===== config.mk =====
export PLATFORM = sky130hd
export DESIGN_NAME = http_request_head_checker_unit
export DESIGN_NICKNAME = d
export VERILOG_FILES = /design/src/rtl/core/hrhc_pkg.sv /design/src/rtl/core/hrhc_step.sv /design/src/rtl/core/http_request_head_checker_unit.sv
export SDC_FILE = /design/constraint.sdc
export NUM_CORES = 1
export LEC_CHECK = 0
export BUFFER_PORTS_ARGS = -buffer_cell sky130_fd_sc_hd__buf_2
export CORE_ASPECT_RATIO = 1.75
export CORE_MARGIN = 2
export CORE_UTILIZATION = 40
export CTS_BUF_LIST = sky130_fd_sc_hd__clkbuf_4
export DETAILED_ROUTE_END_ITERATION = 6
export GPL_TIMING_DRIVEN = 0
export SKIP_CTS_REPAIR_TIMING = 1
export SYNTH_ARGS = -nofsm -noshare
export SYNTH_HDL_FRONTEND = slang
export SYNTH_HIERARCHICAL = 1
export SYNTH_SLANG_ARGS = --single-unit

===== constraint.sdc =====
create_clock -name clk_i -period 7.6 [get_ports clk_i]
set_clock_uncertainty 0.1 [all_clocks]
set_input_delay 1.52 -clock clk_i [delete_from_list [all_inputs] [get_ports clk_i]]
set_output_delay 1.52 -clock clk_i [all_outputs]
set_load 0.02 [all_outputs]

===== src/rtl/core/hrhc_pkg.sv =====
// ----------------------------------------------------------------------------
// hrhc_pkg
// Shared types, codes and keyword tables for the HTTP request head checker.
// ----------------------------------------------------------------------------
package hrhc_pkg;

  localparam logic [7:0] ChCr    = 8'h0D;
  localparam logic [7:0] ChLf    = 8'h0A;
  localparam logic [7:0] ChSpace = 8'h20;
  localparam logic [7:0] ChTab   = 8'h09;
  localparam logic [7:0] ChSlash = 8'h2F;
  localparam logic [7:0] ChLowH  = 8'h68;

  localparam logic [3:0] MethodLen  = 4'd3;
  localparam logic [3:0] PrefixLen  = 4'd7;
  localparam logic [3:0] VersionLen = 4'd8;

  // verdict / status codes
  typedef enum logic [1:0] {
    VD_NEED = 2'd0,
    VD_GOOD = 2'd1,
    VD_BAD  = 2'd2
  } verdict_e;

  // position within the request line
  typedef enum logic [4:0] {
    PH_METHOD = 5'b00001,
    PH_BLANK1 = 5'b00010,
    PH_URL    = 5'b00100,
    PH_BLANK2 = 5'b01000,
    PH_VER    = 5'b10000
  } phase_e;

  // URL form check
  typedef enum logic [4:0] {
    UC_START  = 5'b00001,
    UC_PREFIX = 5'b00010,
    UC_WAIT   = 5'b00100,
    UC_GOOD   = 5'b01000,
    UC_BAD    = 5'b10000
  } url_e;

  typedef struct packed {
    logic       section;       // 0 request line, 1 headers
    phase_e     phase;
    logic [3:0] match_count;
    url_e       url_check;
    logic       line_valid;
    logic       after_cr;
    logic       line_nonempty;
    verdict_e   verdict;
  } state_t;

  localparam state_t StateReset = '{
    section:       1'b0,
    phase:         PH_METHOD,
    match_count:   4'd0,
    url_check:     UC_START,
    line_valid:    1'b1,
    after_cr:      1'b0,
    line_nonempty: 1'b0,
    verdict:       VD_NEED
  };

  // lower-case A..Z only
  function automatic logic [7:0] fold(input logic [7:0] b);
    if (b >= 8'h41 && b <= 8'h5A) begin
      return b + 8'd32;
    end
    return b;
  endfunction

  function automatic logic [7:0] method_char(input logic [1:0] idx);
    unique case (idx)
      2'd0:    return 8'h67; // g
      2'd1:    return 8'h65; // e
      default: return 8'h74; // t
    endcase
  endfunction

  function automatic logic [7:0] prefix_char(input logic [2:0] idx);
    unique case (idx)
      3'd0:    return 8'h68; // h
      3'd1:    return 8'h74; // t
      3'd2:    return 8'h74; // t
      3'd3:    return 8'h70; // p
      3'd4:    return 8'h3A; // :
      3'd5:    return 8'h2F; // /
      default: return 8'h2F; // /
    endcase
  endfunction

  function automatic logic [7:0] version_char(input logic [2:0] idx);
    unique case (idx)
      3'd0:    return 8'h68; // h
      3'd1:    return 8'h74; // t
      3'd2:    return 8'h74; // t
      3'd3:    return 8'h70; // p
      3'd4:    return 8'h2F; // /
      3'd5:    return 8'h31; // 1
      3'd6:    return 8'h2E; // .
      default: return 8'h31; // 1
    endcase
  endfunction

endpackage


===== src/rtl/core/hrhc_step.sv =====
// ----------------------------------------------------------------------------
// hrhc_step
// Next-state and result logic for one request byte.
// ----------------------------------------------------------------------------
module hrhc_step (
  input  hrhc_pkg::state_t cur_i,
  input  logic [7:0]       byte_i,
  input  logic             restart_i,
  output hrhc_pkg::state_t nxt_o,
  output logic             done_o
);

  hrhc_pkg::state_t s;
  hrhc_pkg::state_t n;
  logic             blank;
  logic [7:0]       fb;
  hrhc_pkg::url_e   url_in;
  logic [3:0]       url_mc_in;
  hrhc_pkg::url_e   url_out;
  logic [3:0]       url_mc_out;
  logic [3:0]       ver_mc_in;
  logic             ver_ok;
  logic             line_ok;

  assign s         = restart_i ? hrhc_pkg::StateReset : cur_i;
  assign blank     = (byte_i == hrhc_pkg::ChSpace) || (byte_i == hrhc_pkg::ChTab);
  assign fb        = hrhc_pkg::fold(byte_i);

  assign url_in    = (s.phase == hrhc_pkg::PH_BLANK1) ? hrhc_pkg::UC_START : s.url_check;
  assign url_mc_in = (s.phase == hrhc_pkg::PH_BLANK1) ? 4'd0 : s.match_count;
  assign ver_mc_in = (s.phase == hrhc_pkg::PH_VER) ? s.match_count : 4'd0;
  assign ver_ok    = !ver_mc_in[3] && (fb == hrhc_pkg::version_char(ver_mc_in[2:0]));
  assign line_ok   = s.line_valid && (s.phase == hrhc_pkg::PH_VER) &&
                     (s.match_count == hrhc_pkg::VersionLen) &&
                     (s.url_check == hrhc_pkg::UC_GOOD);

  // URL byte handling, used both on the first URL byte and within the URL
  always_comb begin
    url_out    = url_in;
    url_mc_out = url_mc_in;
    unique case (url_in)
      hrhc_pkg::UC_START: begin
        if (byte_i == hrhc_pkg::ChSlash) begin
          url_out = hrhc_pkg::UC_GOOD;
        end else if (fb == hrhc_pkg::ChLowH) begin
          url_out    = hrhc_pkg::UC_PREFIX;
          url_mc_out = 4'd1;
        end else begin
          url_out = hrhc_pkg::UC_BAD;
        end
      end
      hrhc_pkg::UC_PREFIX: begin
        if (url_mc_in < hrhc_pkg::PrefixLen &&
            fb == hrhc_pkg::prefix_char(url_mc_in[2:0])) begin
          url_mc_out = url_mc_in + 4'd1;
          if (url_mc_in + 4'd1 == hrhc_pkg::PrefixLen) begin
            url_out = hrhc_pkg::UC_WAIT;
          end
        end else begin
          url_out = hrhc_pkg::UC_BAD;
        end
      end
      hrhc_pkg::UC_WAIT: begin
        if (byte_i == hrhc_pkg::ChSlash) begin
          url_out = hrhc_pkg::UC_GOOD;
        end
      end
      hrhc_pkg::UC_GOOD: begin
        url_out = hrhc_pkg::UC_GOOD;
      end
      default: begin
        url_out = hrhc_pkg::UC_BAD;
      end
    endcase
  end

  always_comb begin
    n      = s;
    done_o = 1'b0;

    if (s.verdict == hrhc_pkg::VD_NEED) begin
      if (s.after_cr) begin
        if (byte_i == hrhc_pkg::ChLf) begin
          done_o = 1'b1;
          if (!s.section) begin
            if (line_ok) begin
              n.section = 1'b1;
            end else begin
              n.verdict = hrhc_pkg::VD_BAD;
            end
          end else if (!s.line_nonempty) begin
            n.verdict = hrhc_pkg::VD_GOOD;
          end
          n.phase         = hrhc_pkg::PH_METHOD;
          n.match_count   = 4'd0;
          n.url_check     = hrhc_pkg::UC_START;
          n.line_valid    = 1'b1;
          n.after_cr      = 1'b0;
          n.line_nonempty = 1'b0;
        end else begin
          n.verdict = hrhc_pkg::VD_BAD;
        end
      end else if (byte_i == hrhc_pkg::ChCr) begin
        n.after_cr = 1'b1;
      end else if (byte_i == hrhc_pkg::ChLf) begin
        n.verdict = hrhc_pkg::VD_BAD;
      end else begin
        n.line_nonempty = 1'b1;
        if (!s.section) begin
          unique case (s.phase)
            hrhc_pkg::PH_METHOD: begin
              if (blank) begin
                if (s.match_count == hrhc_pkg::MethodLen) begin
                  n.phase = hrhc_pkg::PH_BLANK1;
                end else begin
                  n.line_valid = 1'b0;
                end
              end else if (s.match_count < hrhc_pkg::MethodLen &&
                           fb == hrhc_pkg::method_char(s.match_count[1:0])) begin
                n.match_count = s.match_count + 4'd1;
              end else begin
                n.line_valid = 1'b0;
              end
            end
            hrhc_pkg::PH_BLANK1: begin
              if (!blank) begin
                n.phase       = hrhc_pkg::PH_URL;
                n.url_check   = url_out;
                n.match_count = url_mc_out;
              end
            end
            hrhc_pkg::PH_URL: begin
              if (blank) begin
                n.phase = hrhc_pkg::PH_BLANK2;
              end else begin
                n.url_check   = url_out;
                n.match_count = url_mc_out;
              end
            end
            hrhc_pkg::PH_BLANK2: begin
              if (!blank) begin
                n.phase = hrhc_pkg::PH_VER;
                if (ver_ok) begin
                  n.match_count = 4'd1;
                end else begin
                  n.match_count = 4'd0;
                  n.line_valid  = 1'b0;
                end
              end
            end
            hrhc_pkg::PH_VER: begin
              if (ver_ok) begin
                n.match_count = s.match_count + 4'd1;
              end else begin
                n.line_valid = 1'b0;
              end
            end
            default: begin
              n.line_valid = 1'b0;
            end
          endcase
        end
      end
    end
    nxt_o = n;
  end

endmodule


===== src/rtl/core/http_request_head_checker_unit.sv =====
// ----------------------------------------------------------------------------
// http_request_head_checker_unit
// Byte-serial checker for the head of an HTTP/1.1 GET request.
// ----------------------------------------------------------------------------
// Feed the request one byte per transfer on the slave stream; every byte gives
// exactly one result transfer on the master stream, in order. The status says
// whether more bytes are needed (0), a complete valid GET request has been seen
// (1) or the request is bad (2); once non-zero it holds until a byte arrives with
// the restart flag set, which clears all state before that byte is checked.
// tlast on the result marks a byte that closed a CR LF line. The block takes one
// byte every clock cycle as long as the result side keeps taking transfers: a
// byte accepted sits in the input register, and the parser state and the result
// register take its outcome when it moves on, which it does while the result
// register is empty or its result is being taken.
// ----------------------------------------------------------------------------
module http_request_head_checker_unit (
  input  logic       clk_i,
  input  logic       rst_ni,
  // request bytes
  input  logic       s_axis_tvalid_i,
  output logic       s_axis_tready_o,
  input  logic [7:0] s_axis_tdata_i,   // [7:0] data_byte
  input  logic       s_axis_tuser_i,   // [0] restart
  // results
  output logic       m_axis_tvalid_o,
  input  logic       m_axis_tready_i,
  output logic [7:0] m_axis_tdata_o,   // [1:0] status, [7:2] zero
  output logic       m_axis_tlast_o    // line_done
);

  // input register
  logic       in_valid_q, in_valid_d;
  logic [7:0] in_byte_q;
  logic       in_restart_q;

  // parser state
  hrhc_pkg::state_t st_q, st_d;

  // result register
  logic       out_valid_q, out_valid_d;
  logic [1:0] out_status_q;
  logic       out_done_q;

  logic       adv;      // input register moves into the result register
  logic       take_in;
  logic       step_done;

  assign adv     = in_valid_q && (!out_valid_q || m_axis_tready_i);
  assign take_in = s_axis_tvalid_i && s_axis_tready_o;

  assign s_axis_tready_o = !in_valid_q || adv;

  hrhc_step u_step (
    .cur_i     (st_q),
    .byte_i    (in_byte_q),
    .restart_i (in_restart_q),
    .nxt_o     (st_d),
    .done_o    (step_done)
  );

  always_comb begin
    in_valid_d = in_valid_q;
    if (take_in) begin
      in_valid_d = 1'b1;
    end else if (adv) begin
      in_valid_d = 1'b0;
    end
  end

  always_comb begin
    out_valid_d = out_valid_q;
    if (adv) begin
      out_valid_d = 1'b1;
    end else if (m_axis_tready_i) begin
      out_valid_d = 1'b0;
    end
  end

  // control
  always_ff @(posedge clk_i or negedge rst_ni) begin
    if (!rst_ni) begin
      in_valid_q  <= 1'b0;
      out_valid_q <= 1'b0;
      st_q        <= hrhc_pkg::StateReset;
    end else begin
      in_valid_q  <= in_valid_d;
      out_valid_q <= out_valid_d;
      if (adv) begin
        st_q <= st_d;
      end
    end
  end

  // payload
  always_ff @(posedge clk_i) begin
    if (take_in) begin
      in_byte_q    <= s_axis_tdata_i;
      in_restart_q <= s_axis_tuser_i;
    end
    if (adv) begin
      out_status_q <= st_d.verdict;
      out_done_q   <= step_done;
    end
  end

  assign m_axis_tvalid_o = out_valid_q;
  assign m_axis_tdata_o  = {6'd0, out_status_q};
  assign m_axis_tlast_o  = out_done_q;

  // a verdict, once reached, survives every byte until a restart
  a_verdict_holds : assert property (
    @(posedge clk_i) disable iff (!rst_ni)
    adv && !in_restart_q && (st_q.verdict != hrhc_pkg::VD_NEED)
      |=> st_q.verdict == $past(st_q.verdict)
  ) else $error("verdict changed without restart");

  // a completed line leaves the line trackers at their start values
  a_line_restart : assert property (
    @(posedge clk_i) disable iff (!rst_ni)
    adv && step_done |=> !st_q.after_cr && !st_q.line_nonempty &&
                         (st_q.phase == hrhc_pkg::PH_METHOD)
  ) else $error("line state not cleared after CR LF");

  // header lines never move the request-line tracker
  a_headers_idle : assert property (
    @(posedge clk_i) disable iff (!rst_ni)
    st_q.section |-> (st_q.phase == hrhc_pkg::PH_METHOD)
  ) else $error("request-line phase moved in header section");

  // a result is only offered with its status within the code range, and a line-done result leaves no CR pending
  a_status_range : assert property (
    @(posedge clk_i) disable iff (!rst_ni)
    out_valid_q |-> (out_status_q != 2'd3) && !(out_done_q && st_q.after_cr)
  ) else $error("illegal result");

endmodule

# Word level (Yosys, flattened, before mapping)
# Cells that the tools add are included.
# classes
muxes	69
addsub	3
reduce_logical	25
n_eq_ne	32
n_lt_le_gt_ge	4
# ops
cell	count
$mux W8	10
$mux W15	3
$mux W5	9
$mux W20	2
$pmux W5 S4	2
$pmux W7 S5	1
$mux W4	8
$pmux W7 S4	1
$eq A8 B4 Y1 const B	3
$pmux W4 S5	1
$pmux W5 S2	2
$mux W19	1
$mux W18	1
$mux W9	2
$mux W1	17
$eq A8 B6 Y1 const B	2
$eq A8 B8 Y1	2
$eq A5 B4 Y1 const B	3
$mux W14	1
$eq A3 B2 Y1 const B	4
$eq A5 B1 Y1 const B	2
$eq A5 B2 Y1 const B	2
$eq A5 B3 Y1 const B	2
$mux W2	5
other kinds (26)	47
# totals
word_cells	147
output_inout_bits	11
regBits	34

# Depth between registers and ports, before layout
# logic_depth
ltp_word	20
depth_mapped	12
mapped_depth_nobuf	11

# Hierarchy
# The synthesis kept the hierarchy.
# by_module_without_submodules
mod	area_each_um2	instances	cells_per_inst	seq_area_each_um2
hrhc_step	2130.8	1	346	0.0
http_request_head_checker_unit	1337.5	1	70	914.6

# Worst setup path before layout
# No wires, ideal clock.
# synth_path
kind	input to output
startpoint	input m_axis_tready_i
endpoint	output s_axis_tready_o
n_path_buf	0
cell_stages	1
slack_ps	4182
arrival_ps	1798
t_required_ps	5980
path_cell_list	nand3b_1
# synth_between
elab_chain_cells	3
# synth_lines
item	line	rtl
from (decl)	http_request_head_checker_unit.sv:26	input logic m_axis_tready_i,
$logic_or A1 B1 Y1	http_request_head_checker_unit.sv:48	assign adv = in_valid_q && (!out_valid_q || m_axis_tready_i);
$logic_and A1 B1 Y1	http_request_head_checker_unit.sv:48	
$logic_or A1 B1 Y1	http_request_head_checker_unit.sv:51	assign s_axis_tready_o = !in_valid_q || adv;
to (decl)	http_request_head_checker_unit.sv:21	output logic s_axis_tready_o,
# No other way between the ends.

==> summary.md <==
| Metric | Value |
|---|---|
| Status | finished, final reports clean |
| Initial drt markers | roughly 240 |
| Nets | 462 |
| Largest net degree at the start of global routing | 23 |
| Total Routed Length | 12,400 um |
| PD cells | 133 nW/um^2 |
| Clock Power Share | 28.6% |
| Post-synth top area share | 13.7% |
| Dpl hpwl | 9720 um |
| Post-synthesis sequential area ratio | 26.4% |
| Total congestion overflow | 0 |
| Yosys reg bits | 34 |
| Final Cell Area | between 3000 and 4000 um^2 |
| Clock Sinks | 34 |
| Met2 usage | 46.7% |
| CP max FO | 10 |
| H-tree depth | 2 |
| # setup viols final | 0 |
| Max clock buf depth | 2 |
| Met1 Track Usage GR | 28.6% |
| Setup CP Type | flip-flop to flip-flop |
| Setup crit end kind | flip-flop |
| Gr usage total | 27.1% |
| WP buf/inv | 2 |
| Number of synthesized flops with an enable pin | 12 |
| Reg2reg path depth | 9 |
| Critical path depth in cells | 9 |
| CTS clk-pin slew, worst paths | approximately 130 ps |
| Post-Synthesis Cell Area | about 3500 um^2 |
| R2r startpoint | in_restart_q$_DFFE_PP_ |
| Port buffer count | 17 |
| Vias in the first global route | 3,546 |
| Ys async rst share | 64.7% |
| Critical path cell sequence | clkbuf_1 > clkbuf_1 > nand2b_1 > nand2_1 > nor3_1 > o221a_2 > a21oi_1 > o22a_1 > mux2_4 |
| Comb power frac | ~29% |
| Delay-heaviest family, CP | simple AND/OR/NAND/NOR gates |
| Worst Path Required | around 7800 ps |
| Most numerous cell on the critical path | clkbuf_1 |
| Leakage | 1.52 nW |
| Io pins | 24 |
| Maximum capacitance violations | 0 |
| Total core area | roughly 8600 um^2 |
| Internal power | ~0.00033 W |
| Busiest metal layer after global routing | met2 |
| Switching share of power | 34.4% |
| Fmax | 0.266 GHz |
| Yosys top cell by area | dfrtp_1 |
| Met3 Use GR | a little under 4% |
| Layout cells sized above 1 | 20.0% |
| Clock Tree Root | clkbuf_4 |
| Initial core utilization | 40.5% |
| Crit path DAT | 3930 ps |
| Area contributors post-synth | dfrtp_1 (14%), edfxtp_1 (10%), mux2_4 (8.2%) |
| Pins Over Slew Limit | 0 |
| Crit path capture | st_q[9]$_DFFE_PN0P_ |
| R2r setup slk | 3830 ps |
| RR Endpoint | st_q[9]$_DFFE_PN0P_ |
| Slew at the pin closest to its max-slew limit | 1050 ps |
| Syn Inst Count | 416 |
| CP max stage cell | edfxtp_1 |
| DR WL/cell | 21.9 um |
| Site Rows | 45 |
| Startpoint Class | flip-flop |
| Ys flop type | dfrtp_1 |
| TritonCTS clock tree | yes |
| Final hold viol count | 0 |
| Relative slew slack | 29.5% |
| TritonRoute pass-1 iters | 5 |
| Clock latency on the worst-skew pair | 370 ps |
| HP Class | flip-flop to flip-flop |
| Die Ht | 127 um |
| Syn-to-layout area delta | 9.67% |
| RSZ-0062 raised after global routing | false |
| Vias/cell | ~6.4 |
| Syn avg cell area | 8.34 um^2 |
| Setup_tns | 0 ps |
| DP Area | 3720 um^2 |
| Antenna violations before repair | 1 |
| Routed Antenna Nets | 0 |
| CTS Buf Count | 5 |
| Tcrit/Tclk final | 49.6% |
| Remaining DRCs | 0 |
| Minimum clock period | between 3000 and 4000 ps |
| Via count | 3,585 |
| Flop pwr share | ~43% |
| Worst setup path startpoint | in_restart_q$_DFFE_PP_ |
| YS warnings | 6 |
| Netlist cell types | 78 |
| DIE WIDTH | 74.4 um |
| First-pass GRT wire length | 19,100 um |
| Switch Pwr | between 0.00015 and 0.0002 W |
| Placer congestion estimate | 0.996 |
| Peak supply drop | 0.0774 mV |
| Die footprint | around 9500 um^2 |
| Critical path's largest stage delay | ~570 ps |
[placed cells by master, fill, tap and decap left out, drive strengths merged, types with 7 or more instances in the layout]
cell and n:
nor2b 13, nor4 8, nand2 31, clkbuf 19, edfxtp 12, a21oi 26
a211oi 7, o21ai 29, inv 14, nor2 32, mux2 20, nand3 17
nand2b 14, nor3 14, buf 36, o211ai 13, dfrtp 19
[worst min-delay path by stage]
stage / startpoint / end / slack (ps) / cells after the start
after detailed placement: st_q[18]$_DFFE_PN0P_ / st_q[18]$_DFFE_PN0P_ / 400 / 1
after global routing: st_q[18]$_DFFE_PN0P_ / st_q[18]$_DFFE_PN0P_ / 460 / 1
after floorplan: st_q[18]$_DFFE_PN0P_ / st_q[18]$_DFFE_PN0P_ / 380 / 1
final: st_q[18]$_DFFE_PN0P_ / st_q[18]$_DFFE_PN0P_ / 430 / 1
after global placement: st_q[18]$_DFFE_PN0P_ / st_q[18]$_DFFE_PN0P_ / 400 / 1
after CTS: st_q[18]$_DFFE_PN0P_ / st_q[18]$_DFFE_PN0P_ / 430 / 1
[power by group through the flow]
| stage | Clock [W] | Sequential [W] | Combinational (W) |
|---|---|---|---|
| finish | 0.000145 | 0.000215 | 0.000146 |
| global route | 0.000159 | 0.000217 | 0.000158 |
| CTS | 0.000150 | 0.000215 | 0.000144 |
| detailed placement | 0 | 0.000219 | 0.000143 |
| global placement | 0 | 0.000219 | 0.000142 |
| floorplan | 0 | 0.000217 | 0.000104 |
[Yosys cell counts (all sizes together) (5+ instances only)]
cell    number
edfxtp      12
o32a         5
or3          5
mux2        20
o21ai       29
dfrtp       19
o211ai      13
nand2b      14
buf         19
nand2       31
nor4         8
a21oi       26
a31oi        6
a211oi       7
nor2        32
a21o         6
inv         14
nor2b       13
nand3b       6
clkbuf      13
nor3        14
nand3       17
[layout make-up]
class | count | area, um^2
diodes | 1 | 2.50
plain buffers | 32 | 179
clock buffers | 6 | 45.0
clock inverters | 2 | 37.5
fillers | 924 | 4750
inverters | 14 | 52.6
multi-input cells | 341 | 2340
flip-flops and latches | 34 | 915
well taps | 117 | 146
repair buffers | 17 | 85.1
[registers in the layout, indices dropped and copies added, names as in the netlist]
register / flops
in_valid_q: 1
st_q: 20
in_byte_q: 8
m_axis_tvalid_o: 1
m_axis_tlast_o: 1
out_status_q: 2
in_restart_q: 1
[per-layer routing]
layer | share of wire (%) | up-vias | routed length [um]
li1 | - | 1631 | -
met1 | 36 | 1691 | 4420
met2 | 51 | 196 | 6250
met3 | 5.4 | 67 | 665
met4 | 8.3 | 0 | 1030
met5 | 0 | - | 0
[logic make-up after synthesis]
group,Yosys count,share of synthesized area [%]
flip-flops,34,26.4
multiplexers,22,9.13
buffers and inverters,46,6.67
other,1,0.108
adder cells (fa/ha/maj),4,1.44
AND/OR/NAND/NOR,166,25.9
XOR/XNOR,4,1.01
AO/OA/AOI/OAI,139,29.3
[stage by stage]
step	utilization (%)	total power, W	setup slack (ps)	cells	hold WS, ps
CTS	44.4	0.000509	3930	563	433
floorplan	-	0.000321	4180	421	383
global placement	43.5	0.000361	3940	555	396
detailed placement	43.5	0.000362	3940	555	401
finish	44.4	0.000506	3830	564	435
global route	44.4	0.000534	3650	564	459
[worst reg2reg max path: stages (launching register included)]
cell and delay (ps):
edfxtp_1 570, clkbuf_1 500, clkbuf_1 540, nand2b_1 290, nand2_1 210, nor3_1 570
o221a_2 330, a21oi_1 70, o22a_1 210, mux2_4 280
Power figures use the tool's default switching activity.
